File: src/hw/rtl/bds_pkg.sv
// shared types and constants of the best disparity select block
package bds_pkg;

  localparam int COST_W = 32;
  localparam int CONF_W = 17;
  localparam int DISP_W = 12;
  localparam int MIN_DISP_W = 11;
  localparam int DIV_STEPS = 17;
  localparam int DIV_CNT_W = 5;
  localparam int AMBIG_SHIFT = 20;

  localparam logic [COST_W-1:0] COST_NONE = {COST_W{1'b1}};
  localparam logic [COST_W-1:0] SCALE_MIN = 32'h0001_0000;
  localparam logic [CONF_W-1:0] CONF_ONE = 17'h1_0000;

  // register index as selected by paddr[2]
  localparam logic REG_MIN_DISP = 1'b0;
  localparam logic REG_COST_LIMIT = 1'b1;

  typedef struct packed {
    logic [COST_W-1:0] cost;
    logic cand;
    logic last;
  } bds_item_t;

  typedef struct packed {
    logic [COST_W-1:0] best;
    logic [COST_W-1:0] second;
    logic found;
    logic many;
  } bds_snap_t;

  typedef struct packed {
    logic [DISP_W-1:0] disparity;
    logic [CONF_W-1:0] confidence;
    logic sel;
    logic found;
  } bds_result_t;

  typedef enum logic [3:0] {
    R_IDLE  = 4'b0001,
    R_CHECK = 4'b0010,
    R_DIV   = 4'b0100,
    R_DONE  = 4'b1000
  } bds_rstate_t;

endpackage

File: src/hw/rtl/bds_front.sv
// front stage: registers each cost request and classifies it against the limit
module bds_front (
  input  logic clk,
  input  logic rst,
  input  logic item_valid,
  output logic item_ready,
  input  logic [bds_pkg::COST_W-1:0] cost,
  input  logic cost_valid,
  input  logic last,
  input  logic [bds_pkg::COST_W-1:0] cost_limit,
  output logic q_valid,
  input  logic q_ready,
  output bds_pkg::bds_item_t q_item
);
  import bds_pkg::*;

  logic vld;
  bds_item_t item;

  assign item_ready = !vld || q_ready;
  assign q_valid = vld;
  assign q_item = item;

  always_ff @(posedge clk) begin
    if (rst) begin
      vld <= 1'b0;
    end else if (item_ready) begin
      vld <= item_valid;
    end
  end

  always_ff @(posedge clk) begin
    if (item_ready && item_valid) begin
      item.cost <= cost;
      item.cand <= cost_valid && (cost < cost_limit);
      item.last <= last;
    end
  end

endmodule

File: src/hw/rtl/bds_queue.sv
// small register queue between front and back
module bds_queue #(
  parameter int DEPTH = 2
) (
  input  logic clk,
  input  logic rst,
  input  logic push_valid,
  output logic push_ready,
  input  bds_pkg::bds_item_t push_item,
  output logic pop_valid,
  input  logic pop_ready,
  output bds_pkg::bds_item_t pop_item
);
  import bds_pkg::*;

  localparam int PW = (DEPTH > 1) ? $clog2(DEPTH) : 1;
  localparam int CW = $clog2(DEPTH + 1);
  localparam logic [PW-1:0] PTR_LAST = PW'(DEPTH - 1);
  localparam logic [CW-1:0] CNT_FULL = CW'(DEPTH);

  bds_item_t mem [DEPTH];
  logic [PW-1:0] wptr;
  logic [PW-1:0] rptr;
  logic [CW-1:0] count;
  logic do_push;
  logic do_pop;

  assign push_ready = count != CNT_FULL;
  assign pop_valid = count != '0;
  assign pop_item = mem[rptr];
  assign do_push = push_valid && push_ready;
  assign do_pop = pop_valid && pop_ready;

  always_ff @(posedge clk) begin
    if (rst) begin
      wptr <= '0;
      rptr <= '0;
      count <= '0;
    end else begin
      if (do_push) begin
        wptr <= (wptr == PTR_LAST) ? '0 : wptr + 1'b1;
      end
      if (do_pop) begin
        rptr <= (rptr == PTR_LAST) ? '0 : rptr + 1'b1;
      end
      if (do_push && !do_pop) begin
        count <= count + 1'b1;
      end else if (do_pop && !do_push) begin
        count <= count - 1'b1;
      end
    end
  end

  always_ff @(posedge clk) begin
    if (do_push) begin
      mem[wptr] <= push_item;
    end
  end

endmodule

File: src/hw/rtl/bds_accum.sv
// back stage: best/2nd cost per pixel, one per cycle, a last may wait
module bds_accum #(
  parameter int MAX_DISPARITIES = 256
) (
  input  logic clk,
  input  logic rst,
  input  logic q_valid,
  output logic q_ready,
  input  bds_pkg::bds_item_t q_item,
  output logic snap_valid,
  input  logic snap_ready,
  output bds_pkg::bds_snap_t snap,
  output logic [$clog2(MAX_DISPARITIES)-1:0] snap_index
);
  import bds_pkg::*;

  localparam int IW = $clog2(MAX_DISPARITIES + 1);
  localparam int BW = $clog2(MAX_DISPARITIES);
  localparam logic [IW-1:0] IDX_END = IW'(MAX_DISPARITIES);

  logic [COST_W-1:0] best, best_next;
  logic [COST_W-1:0] second, second_next;
  logic [BW-1:0] best_index, best_index_next;
  logic found, found_next;
  logic many, many_next;
  logic [IW-1:0] idx, idx_next;
  logic in_range;
  logic cand;
  logic take;

  assign q_ready = snap_ready || !q_item.last;
  assign take = q_valid && q_ready;
  assign snap_valid = q_valid && q_item.last;

  always_comb begin
    in_range = idx != IDX_END;
    cand = q_item.cand && in_range;
    best_next = best;
    second_next = second;
    best_index_next = best_index;
    found_next = found;
    many_next = many;
    idx_next = in_range ? idx + 1'b1 : idx;
    if (cand) begin
      if (!found || q_item.cost < best) begin
        second_next = best;
        best_next = q_item.cost;
        best_index_next = idx[BW-1:0];
        found_next = 1'b1;
        many_next = many || found;
      end else begin
        many_next = 1'b1;
        if (q_item.cost < second) begin
          second_next = q_item.cost;
        end
      end
    end
  end

  assign snap.best = best_next;
  assign snap.second = second_next;
  assign snap.found = found_next;
  assign snap.many = many_next;
  assign snap_index = best_index_next;

  always_ff @(posedge clk) begin
    if (rst) begin
      best <= COST_NONE;
      second <= COST_NONE;
      best_index <= '0;
      found <= 1'b0;
      many <= 1'b0;
      idx <= '0;
    end else if (take) begin
      if (q_item.last) begin
        best <= COST_NONE;
        second <= COST_NONE;
        best_index <= '0;
        found <= 1'b0;
        many <= 1'b0;
        idx <= '0;
      end else begin
        best <= best_next;
        second <= second_next;
        best_index <= best_index_next;
        found <= found_next;
        many <= many_next;
        idx <= idx_next;
      end
    end
  end

endmodule

File: src/hw/rtl/bds_resolve.sv
// back stage: uniqueness test and bit-serial confidence divide per pixel
module bds_resolve #(
  parameter int MAX_DISPARITIES = 256
) (
  input  logic clk,
  input  logic rst,
  input  logic snap_valid,
  output logic snap_ready,
  input  bds_pkg::bds_snap_t snap,
  input  logic [$clog2(MAX_DISPARITIES)-1:0] snap_index,
  input  logic [bds_pkg::MIN_DISP_W-1:0] min_disp,
  output logic res_valid,
  input  logic res_ready,
  output bds_pkg::bds_result_t res
);
  import bds_pkg::*;

  localparam int BW = $clog2(MAX_DISPARITIES);

  bds_rstate_t state;
  bds_snap_t s;
  logic [BW-1:0] index;
  logic [COST_W-1:0] rem;
  logic [CONF_W-1:0] quo;
  logic nbit;
  logic [DIV_CNT_W-1:0] cnt;

  logic [COST_W-1:0] margin;
  logic [COST_W-1:0] scale;
  logic unique_ok;
  logic [COST_W:0] trial;
  logic trial_ge;

  assign snap_ready = state == R_IDLE;
  assign res_valid = state == R_DONE;

  always_comb begin
    margin = s.second - s.best;
    scale = (s.second > SCALE_MIN) ? s.second : SCALE_MIN;
    unique_ok = (margin[COST_W-1:COST_W-AMBIG_SHIFT] != '0)
      || ({margin[COST_W-AMBIG_SHIFT-1:0], {AMBIG_SHIFT{1'b0}}} > scale);
    trial = {rem, nbit};
    trial_ge = trial >= {1'b0, s.second};
  end

  always_ff @(posedge clk) begin
    if (rst) begin
      state <= R_IDLE;
    end else begin
      case (state)
        R_IDLE: begin
          if (snap_valid) begin
            state <= R_CHECK;
          end
        end
        R_CHECK: begin
          if (s.found && s.many && unique_ok) begin
            state <= R_DIV;
          end else begin
            state <= R_DONE;
          end
        end
        R_DIV: begin
          if (cnt == DIV_CNT_W'(DIV_STEPS - 1)) begin
            state <= R_DONE;
          end
        end
        R_DONE: begin
          if (res_ready) begin
            state <= R_IDLE;
          end
        end
        default: begin
          state <= R_IDLE;
        end
      endcase
    end
  end

  always_ff @(posedge clk) begin
    case (state)
      R_IDLE: begin
        if (snap_valid) begin
          s <= snap;
          index <= snap_index;
        end
      end
      R_CHECK: begin
        // no candidate reports disparity zero
        if (s.found) begin
          res.disparity <= {min_disp[MIN_DISP_W-1], min_disp} + DISP_W'(index);
        end else begin
          res.disparity <= '0;
        end
        res.found <= s.found;
        res.confidence <= '0;
        res.sel <= 1'b0;
        if (s.found && !s.many) begin
          res.confidence <= CONF_ONE;
          res.sel <= 1'b1;
        end
        // margin*2^16 >> 17 seeds the remainder, margin lsb is the first shifted bit
        rem <= {1'b0, margin[COST_W-1:1]};
        nbit <= margin[0];
        quo <= '0;
        cnt <= '0;
      end
      R_DIV: begin
        if (trial_ge) begin
          rem <= COST_W'(trial - {1'b0, s.second});
        end else begin
          rem <= trial[COST_W-1:0];
        end
        quo <= {quo[CONF_W-2:0], trial_ge};
        nbit <= 1'b0;
        cnt <= cnt + 1'b1;
        if (cnt == DIV_CNT_W'(DIV_STEPS - 1)) begin
          res.confidence <= {quo[CONF_W-2:0], trial_ge};
          res.sel <= 1'b1;
        end
      end
      default: begin
      end
    endcase
  end

endmodule

File: src/hw/rtl/best_disparity_select.sv
// top level of the winner-take-all disparity select with uniqueness test
// throughput: one cost request per cycle; a pixel's last request waits while the
//   resolver is still busy with the previous pixel
// result: once the last cost is taken the resolver steps from R_CHECK to R_DONE when no divide is needed,
//   or through R_DIV when the confidence divide runs (17 steps, one quotient bit a cycle)
// reset: synchronous active high rst clears the per-pixel state, the queue and the
//   handshakes, and sets min_disp to 0 and cost_limit to all ones
module best_disparity_select #(
  parameter int MAX_DISPARITIES = 256
) (
  input  logic clk,
  input  logic rst,
  // cost request channel
  input  logic item_valid,
  output logic item_ready,
  input  logic [bds_pkg::COST_W-1:0] cost,
  input  logic cost_valid,
  input  logic last,
  // result channel
  output logic result_valid,
  input  logic result_ready,
  output logic signed [bds_pkg::DISP_W-1:0] disparity,
  output logic [bds_pkg::CONF_W-1:0] confidence,
  output logic selected_valid,
  output logic found,
  // configuration port
  input  logic psel,
  input  logic penable,
  input  logic pwrite,
  input  logic [2:0] paddr,
  input  logic [31:0] pwdata,
  output logic [31:0] prdata,
  output logic pready
);
  import bds_pkg::*;

  localparam int BW = $clog2(MAX_DISPARITIES);

  // configuration registers
  logic [MIN_DISP_W-1:0] min_disp;
  logic [COST_W-1:0] cost_limit;
  logic cfg_wr;

  // front to queue to back
  logic f_valid;
  logic f_ready;
  bds_item_t f_item;
  logic q_valid;
  logic q_ready;
  bds_item_t q_item;

  // accumulator to resolver snapshot
  logic snap_valid;
  logic snap_ready;
  bds_snap_t snap;
  logic [BW-1:0] snap_index;
  bds_result_t res;

  assign pready = 1'b1;
  assign cfg_wr = psel && penable && pwrite && pready;

  // paddr[2] picks the register, low address bits are not decoded
  always_ff @(posedge clk) begin
    if (rst) begin
      min_disp <= '0;
      cost_limit <= COST_NONE;
    end else if (cfg_wr) begin
      case (paddr[2])
        REG_MIN_DISP: min_disp <= pwdata[MIN_DISP_W-1:0];
        REG_COST_LIMIT: cost_limit <= pwdata;
        default: begin
        end
      endcase
    end
  end

  always_comb begin
    case (paddr[2])
      REG_MIN_DISP: prdata = {{(32 - MIN_DISP_W){1'b0}}, min_disp};
      REG_COST_LIMIT: prdata = cost_limit;
      default: prdata = '0;
    endcase
  end

  // front: register the request and flag it as a candidate
  bds_front u_front (
    .clk        (clk),
    .rst        (rst),
    .item_valid (item_valid),
    .item_ready (item_ready),
    .cost       (cost),
    .cost_valid (cost_valid),
    .last       (last),
    .cost_limit (cost_limit),
    .q_valid    (f_valid),
    .q_ready    (f_ready),
    .q_item     (f_item)
  );

  // queue lets the front keep taking costs while the back stalls on a last
  bds_queue #(
    .DEPTH (2)
  ) u_queue (
    .clk        (clk),
    .rst        (rst),
    .push_valid (f_valid),
    .push_ready (f_ready),
    .push_item  (f_item),
    .pop_valid  (q_valid),
    .pop_ready  (q_ready),
    .pop_item   (q_item)
  );

  // back: best and second tracking, index counting
  bds_accum #(
    .MAX_DISPARITIES (MAX_DISPARITIES)
  ) u_accum (
    .clk        (clk),
    .rst        (rst),
    .q_valid    (q_valid),
    .q_ready    (q_ready),
    .q_item     (q_item),
    .snap_valid (snap_valid),
    .snap_ready (snap_ready),
    .snap       (snap),
    .snap_index (snap_index)
  );

  // back: uniqueness test, confidence divide and result hold
  bds_resolve #(
    .MAX_DISPARITIES (MAX_DISPARITIES)
  ) u_resolve (
    .clk        (clk),
    .rst        (rst),
    .snap_valid (snap_valid),
    .snap_ready (snap_ready),
    .snap       (snap),
    .snap_index (snap_index),
    .min_disp   (min_disp),
    .res_valid  (result_valid),
    .res_ready  (result_ready),
    .res        (res)
  );

  assign disparity = res.disparity;
  assign confidence = res.confidence;
  assign selected_valid = res.sel;
  assign found = res.found;

endmodule
File: config.mk
export PLATFORM = sky130hd
export DESIGN_NAME = best_disparity_select
export DESIGN_NICKNAME = d
export VERILOG_FILES = /design/src/hw/rtl/bds_pkg.sv /design/src/hw/rtl/bds_front.sv /design/src/hw/rtl/bds_queue.sv /design/src/hw/rtl/bds_accum.sv /design/src/hw/rtl/bds_resolve.sv /design/src/hw/rtl/best_disparity_select.sv
export SDC_FILE = /design/constraint.sdc
export NUM_CORES = 1
export LEC_CHECK = 0
export BUFFER_PORTS_ARGS = -buffer_cell sky130_fd_sc_hd__buf_2
export CAP_MARGIN = 25
export CELL_PAD_IN_SITES_DETAIL_PLACEMENT = 0
export CELL_PAD_IN_SITES_GLOBAL_PLACEMENT = 2
export CORE_UTILIZATION = 40
export DETAILED_ROUTE_END_ITERATION = 6
export PLACE_DENSITY = 0.81
export SETUP_SLACK_MARGIN = 0.2
export SLEW_MARGIN = 15
export SYNTH_ARGS = -nofsm -noshare
export SYNTH_HDL_FRONTEND = slang
export SYNTH_SLANG_ARGS = --single-unit
File: constraint.sdc
create_clock -name clk -period 9.5 [get_ports clk]
set_input_delay 1.9 -clock clk [delete_from_list [all_inputs] [get_ports clk]]
set_output_delay 1.9 -clock clk [all_outputs]
set_load 0.005 [all_outputs]
==> flow_metrics.env, run 1 <==
export IMPL_grt_overflow=0
export IMPL_grt_max_degree=76
export IMPL_r2r_end="u_accum.second[21]"
export IMPL_status="finished, final reports clean"
export IMPL_htree_levels=2
export IMPL_postRouteAntennaNets=0
export IMPL_cts_buffer_depth=3
export IMPL_hold_depth=0
export IMPL_drc=0
export IMPL_wl_per_cell_um=18.3
export IMPL_drt_first_pass_iters=5
export IMPL_max_slew_margin_pct=30.5
export IMPL_clock_latency_ps=590
export IMPL_hold_end="u_queue.mem[0][25]"
export IMPL_grt_pass1_vias=16300
export IMPL_cts_clk_slew_worst_paths_ps=60
export IMPL_synth_top_flop_cell="edfxtp_1"
export IMPL_hold_viol_final=0
export IMPL_areaGrowthSynthToFinish_pct=13.0
export IMPL_rsz0062_at_grt="false"
export IMPL_cts_sinks=397
export IMPL_die_w_um=238
export IMPL_wl_um=56800
export IMPL_synthTopCellsByArea="edfxtp_1, dfxtp_1, ha_1"
export IMPL_seq_area_frac_synth_pct=47.6
export IMPL_start_util_pct=40.9
export IMPL_reg2reg_slack_ps=4230
export IMPL_worstSetupPathType="flop to flop"
export IMPL_die_h_um=238
export IMPL_grt_pass1_wl_um=90700
export IMPL_ys_types=87
export IMPL_slew_viol_final=0
export IMPL_drt_vias_per_instance=5.27
export IMPL_synth_nets=2485
export IMPL_end_kind="flop"
export IMPL_cts_resized_gates=0
export IMPL_yosysWarningCount=0
export IMPL_cap_violations=0
export IMPL_arrival_ps=5690
export IMPL_cts_root_buf="clkbuf_16"
export IMPL_crit_required_ps=9930
export IMPL_antenna_found_initial=0
export IMPL_cts_setup_buffers=0
export IMPL_cts_tree="yes"
export IMPL_ff2ff_path_depth=15
export IMPL_syn_inst=2225
export IMPL_synth_avg_cell_area_um2=9.98
export IMPL_yosys_area_top_type="edfxtp_1"
export IMPL_finalCriticalPeriod_ps=5270
export IMPL_antennaDiodeCount=0
export IMPL_ctsHoldBuffers=0
export IMPL_p_leak_nw=11.3
export IMPL_fmax_ghz=0.190
export IMPL_synthTopCellsByCount="edfxtp_1, inv_1, nor2_1, ha_1, a21oi_1"
export IMPL_crit_path_start_kind="flop"
export IMPL_peakVddDrop_v=0.000120
export IMPL_portBuffers=138
export IMPL_place_hpwl_um=42200
export IMPL_worst_pin_slew_ps=1040
export IMPL_yosysTopAreaCellShare_pct=35.3
export IMPL_final_layout_size_suffix_gt1_share_pct=12.0
export IMPL_fillers=5146
export IMPL_syn_area_um2=22200
export IMPL_tns_ps=0
export IMPL_postSynth_asyncResetShare_pct=0
export IMPL_pre_cts_slack_ps=4190
export IMPL_ys_seq_elements=397
export IMPL_rows=85
export IMPL_cp_max_fo=35
export IMPL_period_share_pct=55.4
export IMPL_drtIter0Drc=930
export IMPL_min_delay_path_class="flop to flop"
export IMPL_setup_slack_ps=4230
export IMPL_gp_congestion=0.888
export IMPL_hold_start="u_front.q_item[25]"
export IMPL_finalNetCount=2591
export IMPL_clock_skew_ps=31.0
export IMPL_num_vias=16400
export IMPL_post_synth_top_count_cell="edfxtp_1"
export IMPL_core_area_um2=54300
export IMPL_cts_made_buffers=44
export IMPL_synth_edff_count=261
export IMPL_die_area_um2=56500
export IMPL_powerDensity_nw_per_um2=256
export IMPL_setup_viol=0
export IMPL_grt_total_usage_pct=20.4
export IMPL_ios=142
-- worst max-delay path by stage --
stage,end,cells past startpoint
finish,u_accum.second[21],15
global route,u_accum.second[21],15
floorplan,u_resolve.index[0],3
detailed placement,u_accum.second[22],15
CTS,u_accum.second[11],15
global placement,u_accum.second[1],15
-- per-layer routing --
| layer | up-vias | track usage [%] | routed length (um) |
|---|---|---|---|
| li1 | 8239 | - | - |
| met1 | 7638 | 27.5 | 26300 |
| met4 | 0 | 7.23 | 1790 |
| met5 | - | 0 | 0 |
| met2 | 381 | 33.4 | 26100 |
| met3 | 93 | 2.82 | 2610 |
-- cell usage in the layout, fill, tap and decap left out, types with 7 or more instances in the layout --
| master | count |
|---|---|
| o22ai_1 | 34 |
| a31oi_1 | 8 |
| a21o_1 | 80 |
| a211oi_1 | 9 |
| a221o_1 | 32 |
| xnor2_1 | 41 |
| nand2b_1 | 11 |
| nor2b_1 | 15 |
| o21ai_0 | 76 |
| nand2_1 | 155 |
| clkbuf_16 | 44 |
| dfxtp_1 | 135 |
| buf_2 | 138 |
| inv_1 | 232 |
| a211o_1 | 7 |
| o21ai_1 | 9 |
| o211ai_1 | 44 |
| nand3_1 | 33 |
| o21bai_1 | 8 |
| mux2_2 | 20 |
| and2_1 | 29 |
| a21oi_1 | 170 |
| and3_1 | 43 |
| nor3_1 | 18 |
| nand4_1 | 28 |
| edfxtp_1 | 261 |
| a22oi_1 | 34 |
| nor4_1 | 7 |
| xor2_1 | 29 |
| mux2i_1 | 55 |
| clkinv_1 | 8 |
| ha_1 | 181 |
| o21a_1 | 13 |
| buf_4 | 21 |
| nor2_1 | 204 |
-- final cells by class --
cell class / count / area (um^2) / area share [%]
clock buffer: 51 / 1160 / 4.61
sequential: 397 / 10600 / 42.1
multi-input combinational: 1495 / 10400 / 41.3
timing repair buffer: 159 / 848 / 3.38
clock inverter: 30 / 345 / 1.38
inverter: 234 / 878 / 3.50
tap: 739 / 925 / 3.69
-- flip-flops by register name, indices dropped and copies added (netlist names), 11 cells and up, named ones only --
register,flops
u_resolve.rem,32
min_disp,11
cost_limit,32
u_resolve.quo,16
u_accum.best,32
u_front.q_item,34
u_resolve.res,31
u_resolve.s,66
u_accum.second,32
u_queue.mem,68
-- cells by family (layout without fill, tap and decap cells) --
family | after synthesis | after routing | synth area share [%]
other cells | 1 | 1 | 0.0169
simple gates | 587 | 587 | 12.4
fa+ha+maj | 184 | 184 | 10.5
buf+inv | 333 | 474 | 5.96
flops | 397 | 397 | 47.6
mux | 77 | 77 | 3.65
compound gates | 576 | 576 | 17.2
xor+xnor | 70 | 70 | 2.76
-- report_power, final --
group | total, W | switching, W | internal, W
Sequential | 0.00229 | 0.000148 | 0.00215
Clock | 0.00176 | 0.000712 | 0.00105
Combinational | 0.00236 | 0.00146 | 0.000903
-- per-stage QoR --
| stage | instance area [um^2] | util (%) | hold WS (ps) | total power (W) | instances |
|---|---|---|---|---|---|
| detailed placement | 23600 | 43.4 | 429 | 0.00469 | 3024 |
| global route | 25100 | 46.2 | 446 | 0.00684 | 3105 |
| global placement | 23600 | 43.4 | 426 | 0.00466 | 3024 |
| floorplan | 22200 | - | 421 | 0.00405 | 2225 |
| CTS | 25100 | 46.2 | 443 | 0.00647 | 3105 |
| finish | 25100 | 46.2 | 439 | 0.00642 | 3105 |
-- worst max-delay path, cell delays in order (launching register included) --
cell and delay [ps]:
dfxtp_2 310, buf_4 480, mux2i_1 500, inv_1 190, ha_1 330, nand4_1 110
nor3_1 190, inv_1 100, or4_1 450, a311oi_1 530, nor2_1 140, buf_4 250
nand4b_1 730, buf_4 510, o22ai_1 180, a21oi_1 60
No activity file was read; power rests on OpenSTA's default activity.
==> run 2: changes to the inputs <==
- ABC_AREA: not set -> 1
- CORE_UTILIZATION: 40 -> 37
- PLACE_DENSITY: 0.81 -> 0.82
- clock period: 9.5 -> 5.3 ns (I/O delays scaled with it)
==> flow_metrics.env, run 2 <==
export IMPL_crit_path_start_kind="flop"
export IMPL_num_vias=19800
export IMPL_cp_max_fo=34
export IMPL_grt_max_degree=69
export IMPL_synth_top_flop_cell="edfxtp_1"
export IMPL_finalCriticalPeriod_ps=3830
export IMPL_yosys_area_top_type="edfxtp_1"
export IMPL_portBuffers=138
export IMPL_ff2ff_path_depth=20
export IMPL_cap_violations=0
export IMPL_htree_levels=2
export IMPL_hold_viol_final=0
export IMPL_final_common_cell="nand2_1"
export IMPL_finalNetCount=3441
export IMPL_postRouteAntennaNets=0
export IMPL_clock_latency_ps=590
export IMPL_ctsHoldBuffers=0
export IMPL_gp_congestion=0.896
export IMPL_wl_per_cell_um=16.5
export IMPL_areaGrowthSynthToFinish_pct=13.7
export IMPL_slew_viol_final=0
export IMPL_grt_total_usage_pct=20.8
export IMPL_cts_buffer_depth=3
export IMPL_die_h_um=255
export IMPL_fillers=6411
export IMPL_grt_pass1_wl_um=105000
export IMPL_reg2reg_slack_ps=1470
export IMPL_setup_slack_ps=1470
export IMPL_r2r_end="u_resolve.s[16]"
export IMPL_status="finished, final reports clean"
export IMPL_drt_first_pass_iters=5
export IMPL_cts_clk_slew_worst_paths_ps=60
export IMPL_hold_start="u_front.q_item[20]"
export IMPL_syn_inst=3068
export IMPL_die_area_um2=65100
export IMPL_fin_cells=4066
export IMPL_arrival_ps=4130
export IMPL_crit_required_ps=5600
export IMPL_cts_tree="yes"
export IMPL_max_slew_margin_pct=36.6
export IMPL_stdcell_area_um2=26900
export IMPL_cts_root_buf="clkbuf_16"
export IMPL_yosysWarningCount=0
export IMPL_cts_setup_buffers=0
export IMPL_ys_seq_elements=397
export IMPL_seq_area_frac_synth_pct=44.6
export IMPL_cts_made_buffers=46
export IMPL_largest_reg_flops=68
export IMPL_fmax_ghz=0.261
export IMPL_place_hpwl_um=50500
export IMPL_endpoint="u_resolve.s[16]"
export IMPL_drc=0
export IMPL_rows=92
export IMPL_worstSetupPathType="flop to flop"
export IMPL_synth_edff_count=261
export IMPL_grt_pass1_vias=19200
export IMPL_syn_area_um2=23700
export IMPL_p_leak_nw=13.1
export IMPL_worst_pin_slew_ps=949
export IMPL_post_synth_top_count_cell="nand2_1"
export IMPL_top_register="u_queue.mem"
export IMPL_setup_viol=0
export IMPL_power_total_w=0.0151
export IMPL_ys_types=50
export IMPL_synthTopCellsByCount="nand2_1, inv_1, a21oi_1, edfxtp_1, nor2_1"
export IMPL_synth_avg_cell_area_um2=7.72
export IMPL_wl_um=67100
export IMPL_cts_resized_gates=0
export IMPL_period_share_pct=72.3
export IMPL_drtIter0Drc=1090
export IMPL_tns_ps=0
export IMPL_final_cell_mix="nand2_1, inv_1, a21oi_1, edfxtp_1, nor2_1"
export IMPL_start_util_pct=37.5
export IMPL_powerDensity_nw_per_um2=559
export IMPL_drt_vias_per_instance=4.87
export IMPL_dp_cells=3978
export IMPL_peakVddDrop_v=0.000231
export IMPL_rsz0062_at_grt="false"
export IMPL_place_area_um2=25300
export IMPL_end_kind="flop"
export IMPL_core_area_um2=63200
export IMPL_final_layout_size_suffix_gt1_share_pct=8.26
export IMPL_ios=142
export IMPL_die_w_um=255
export IMPL_yosysTopAreaCellShare_pct=33.1
export IMPL_antenna_found_initial=1
export IMPL_clock_skew_ps=29.6
export IMPL_grt_overflow=0
export IMPL_postSynth_asyncResetShare_pct=0
export IMPL_cts_sinks=397
export IMPL_synth_nets=3328
export IMPL_synthTopCellsByArea="edfxtp_1, nand2_1, dfxtp_1"
export IMPL_min_delay_path_class="flop to flop"
export IMPL_pre_cts_slack_ps=1360
-- run 2: critical path, stage by stage, from the launching register on --
cell     delay (ps)
dfxtp_1         330
inv_2           410
nand2_1         110
nand2_1         250
ha_1            290
o21ai_1          70
nand2_1          60
nand3_1          60
nand2_1          80
nand2_1          60
nand2_1          60
nand2_1          60
nand2_1          50
nand2_1          60
buf_4           380
nand2_1         510
buf_12          330
nand2_1          60
nand3_1          60
nand2_1         110
nand2_1         110
-- run 2: worst min path at each step --
stage	endpoint	cells after the start	slack, ps
after CTS	u_queue.mem[0][20]	0	450
after global routing	u_queue.mem[0][32]	0	450
after detailed placement	u_queue.mem[0][17]	0	430
final	u_queue.mem[0][20]	0	450
after floorplan	u_queue.mem[0][0]	0	420
after global placement	u_queue.mem[0][32]	0	430
-- run 2: final cells by class --
| cell class | count | area (um^2) | share of cell area (%) |
|---|---|---|---|
| multi-input combinational | 2124 | 11100 | 41.2 |
| inverter | 446 | 1670 | 6.21 |
| timing repair buffer | 166 | 968 | 3.59 |
| antenna | 1 | 2.50 | 0.00929 |
| sequential | 397 | 10600 | 39.2 |
| tap | 846 | 1060 | 3.93 |
| clock buffer | 54 | 1230 | 4.57 |
| clock inverter | 32 | 354 | 1.31 |
-- run 2: cell families (layout without fill, tap and decap cells) --
family | Yosys count | in the layout | share of synthesized area (%)
AO/OA/AOI/OAI | 528 | 528 | 11.8
XOR/XNOR | 40 | 40 | 1.48
adder cells (fa/ha/maj) | 184 | 184 | 9.81
buffers and inverters | 547 | 698 | 8.82
flip-flops | 397 | 397 | 44.6
other | 1 | 2 | 0.0158
AND/OR/NAND/NOR | 1371 | 1371 | 23.5
-- run 2: layer usage --
metal	routed length (um)	GRT usage, %	vias to the layer above
li1	-	-	10300
met4	1840	6.40	0
met1	31400	28.0	8995
met3	2800	2.84	94
met5	0	0	-
met2	31000	34.4	398
-- run 2: metrics by stage --
stage / hold slack, ps / utilization, %
5_1_grt: 452 / 42.6
3_3_place_gp: 425 / 40.0
6_report: 448 / 42.6
3_5_place_dp: 430 / 40.1
2_1_floorplan: 421 / -
4_1_cts: 446 / 42.6
-- run 2: power breakdown --
| part | internal (W) | total [W] | switching, W |
|---|---|---|---|
| clock network | 0.00194 | 0.00331 | 0.00137 |
| registers | 0.00412 | 0.00451 | 0.000385 |
| logic | 0.00235 | 0.00726 | 0.00491 |
| total | 0.00841 | 0.0151 | 0.00666 |
==> run 3: changes to the inputs <==
- clock period: 5.3 -> 3.6 ns (I/O delays scaled with it)
==> flow_metrics.env, run 3 (same netlist as run 2, synthesis figures left out) <==
export IMPL_final_common_cell="nand2_1"
export IMPL_postRouteAntennaNets=0
export IMPL_grt_pass1_wl_um=106000
export IMPL_status="finished, final reports clean"
export IMPL_hold_start="cost[27]"
export IMPL_hold_viol_final=0
export IMPL_clock_latency_ps=580
export IMPL_portBuffers=138
export IMPL_die_w_um=255
export IMPL_rr_startpoint="u_resolve.s[2]"
export IMPL_cts_tree="yes"
export IMPL_cts_buffer_depth=3
export IMPL_path_depth=24
export IMPL_min_delay_path_class="primary input to flop"
export IMPL_fillers=6412
export IMPL_slowest_stage="edfxtp_1"
export IMPL_ios=142
export IMPL_reg2reg_slack_ps=350
export IMPL_fmax_ghz=0.307
export IMPL_grt_total_usage_pct=21.0
export IMPL_crit_family="simple AND/OR/NAND/NOR gates"
export IMPL_cts_made_buffers=46
export IMPL_areaGrowthSynthToFinish_pct=16.5
export IMPL_die_h_um=255
export IMPL_fin_cells=4111
export IMPL_hold_depth=1
export IMPL_tns_ps=0
export IMPL_worst_pin_slew_ps=857
export IMPL_slowest_delay_ps=400
export IMPL_gp_congestion=0.904
export IMPL_post_route_util_pct=43.7
export IMPL_finalCriticalPeriod_ps=3250
export IMPL_powerDensity_nw_per_um2=841
export IMPL_cts_clk_slew_worst_paths_ps=60
export IMPL_setup_viol=0
export IMPL_pre_cts_slack_ps=51.4
export IMPL_wl_per_cell_um=16.7
export IMPL_start_util_pct=37.5
export IMPL_cts_root_buf="clkbuf_16"
export IMPL_finalNetCount=3488
export IMPL_rsz0062_at_grt="true"
export IMPL_drt_first_pass_iters=7
export IMPL_crit_required_ps=4110
export IMPL_arrival_ps=3760
export IMPL_dp_cells=4003
export IMPL_r2r_end="u_resolve.state[3]"
export IMPL_place_area_um2=25600
export IMPL_num_vias=20200
export IMPL_place_hpwl_um=51700
export IMPL_antennaDiodeCount=0
export IMPL_crit_top_cell="nand2_1"
export IMPL_hold_end="u_front.q_item[29]"
export IMPL_core_area_um2=63200
export IMPL_stdcell_area_um2=27600
export IMPL_ctsHoldBuffers=0
export IMPL_cap_violations=0
export IMPL_final_layout_size_suffix_gt1_share_pct=11.1
export IMPL_crit_path_start_kind="flop"
export IMPL_drtIter0Drc=1179
export IMPL_wl_um=68500
export IMPL_die_area_um2=65100
export IMPL_path_cells="inv_2 -> ha_4 -> inv_2 -> fa_2 -> nand3_2 -> nand3_4 -> nand2_2 -> nand2_4 -> xor2_4 -> ha_4 -> nand2_4 -> or2_4 -> nor2_4 -> nand3_2 -> nand2_1 -> nand3_1 -> nor2_1 -> buf_4 -> nand4_1 -> nor2_1 -> nand2_1 -> nand3_1 -> nand2_1 -> a21oi_1"
export IMPL_slew_viol_final=0
export IMPL_grt_max_degree=71
export IMPL_antenna_found_initial=0
export IMPL_htree_levels=2
export IMPL_final_cell_mix="nand2_1, inv_1, a21oi_1, edfxtp_1, nor2_1"
export IMPL_top_register="u_queue.mem"
export IMPL_period_share_pct=90.4
export IMPL_peakVddDrop_v=0.000425
export IMPL_cts_sinks=397
export IMPL_clock_skew_ps=22.5
export IMPL_drc=0
export IMPL_grt_overflow=0
export IMPL_largest_reg_flops=68
export IMPL_critPathBufInv=3
export IMPL_worstSetupPathType="flop to flop"
export IMPL_p_leak_nw=13.3
export IMPL_setup_slack_ps=346
export IMPL_rows=92
export IMPL_end_kind="flop"
export IMPL_cp_max_fo=4
export IMPL_grt_pass1_vias=19300
export IMPL_drt_vias_per_instance=4.90
export IMPL_ff2ff_path_depth=24
export IMPL_max_slew_margin_pct=42.7
## run 3: layer usage
layer | global-route usage [%] | wire length [um] | up-vias
li1 | - | - | 10400
met1 | 28.1 | 32000 | 9250
met2 | 35.2 | 31900 | 425
met3 | 2.59 | 2570 | 98
met4 | 6.96 | 2080 | 0
met5 | 0 | 0 | -
## run 3: cell type report
| class | count | area [um^2] | share of cell area (%) |
|---|---|---|---|
| inverter | 446 | 1670 | 6.07 |
| sequential | 397 | 10600 | 38.3 |
| clock buffer | 63 | 1270 | 4.59 |
| clock inverter | 22 | 234 | 0.848 |
| tap | 846 | 1060 | 3.84 |
| timing repair buffer | 213 | 1360 | 4.92 |
| multi-input combinational | 2124 | 11400 | 41.5 |
## run 3: power by group
part	switching [W]	internal, W	leakage (nW)
registers	0.000579	0.00607	3.49
clock network	0.00191	0.00270	0.718
logic	0.00765	0.00429	9.10
total	0.0101	0.0131	13.3
## run 3: worst reg2reg max path, cell delays in order (launching register included)
cell and delay (ps):
edfxtp_1 400, inv_2 90, ha_4 120, inv_2 40
fa_2 380, nand3_2 110, nand3_4 100, nand2_2 90
nand2_4 70, xor2_4 200, ha_4 280, nand2_4 40
or2_4 230, nor2_4 80, nand3_2 50, nand2_1 70
nand3_1 60, nor2_1 90, buf_4 140, nand4_1 70
nor2_1 110, nand2_1 90, nand3_1 70, nand2_1 50
a21oi_1 150
## run 3: worst max path at each step
stage / to / slack (ps) / from
2_1_floorplan: u_resolve.res[10] / 530 / u_resolve.state[3]
3_3_place_gp: u_resolve.state[3] / 50 / u_resolve.s[2]
3_5_place_dp: u_resolve.state[3] / 50 / u_resolve.s[2]
4_1_cts: u_resolve.state[3] / 210 / u_resolve.s[12]
5_1_grt: u_resolve.state[3] / 70 / u_resolve.s[4]
6_report: u_resolve.state[3] / 350 / u_resolve.s[2]
## run 3: timing repair
item                                    4_1_cts  5_1_grt
pin swaps                                    11       25
setup buffers                                 9       13
endpoints found under the setup margin        2       91
gates resized for setup                      25       55
## run 3: through the flow
step / hold WS [ps] / total power [W]
after floorplan: 421 / 0.0142
after global placement: 422 / 0.0176
after detailed placement: 433 / 0.0178
after CTS: 304 / 0.0228
after global routing: 304 / 0.0253
final: 326 / 0.0232
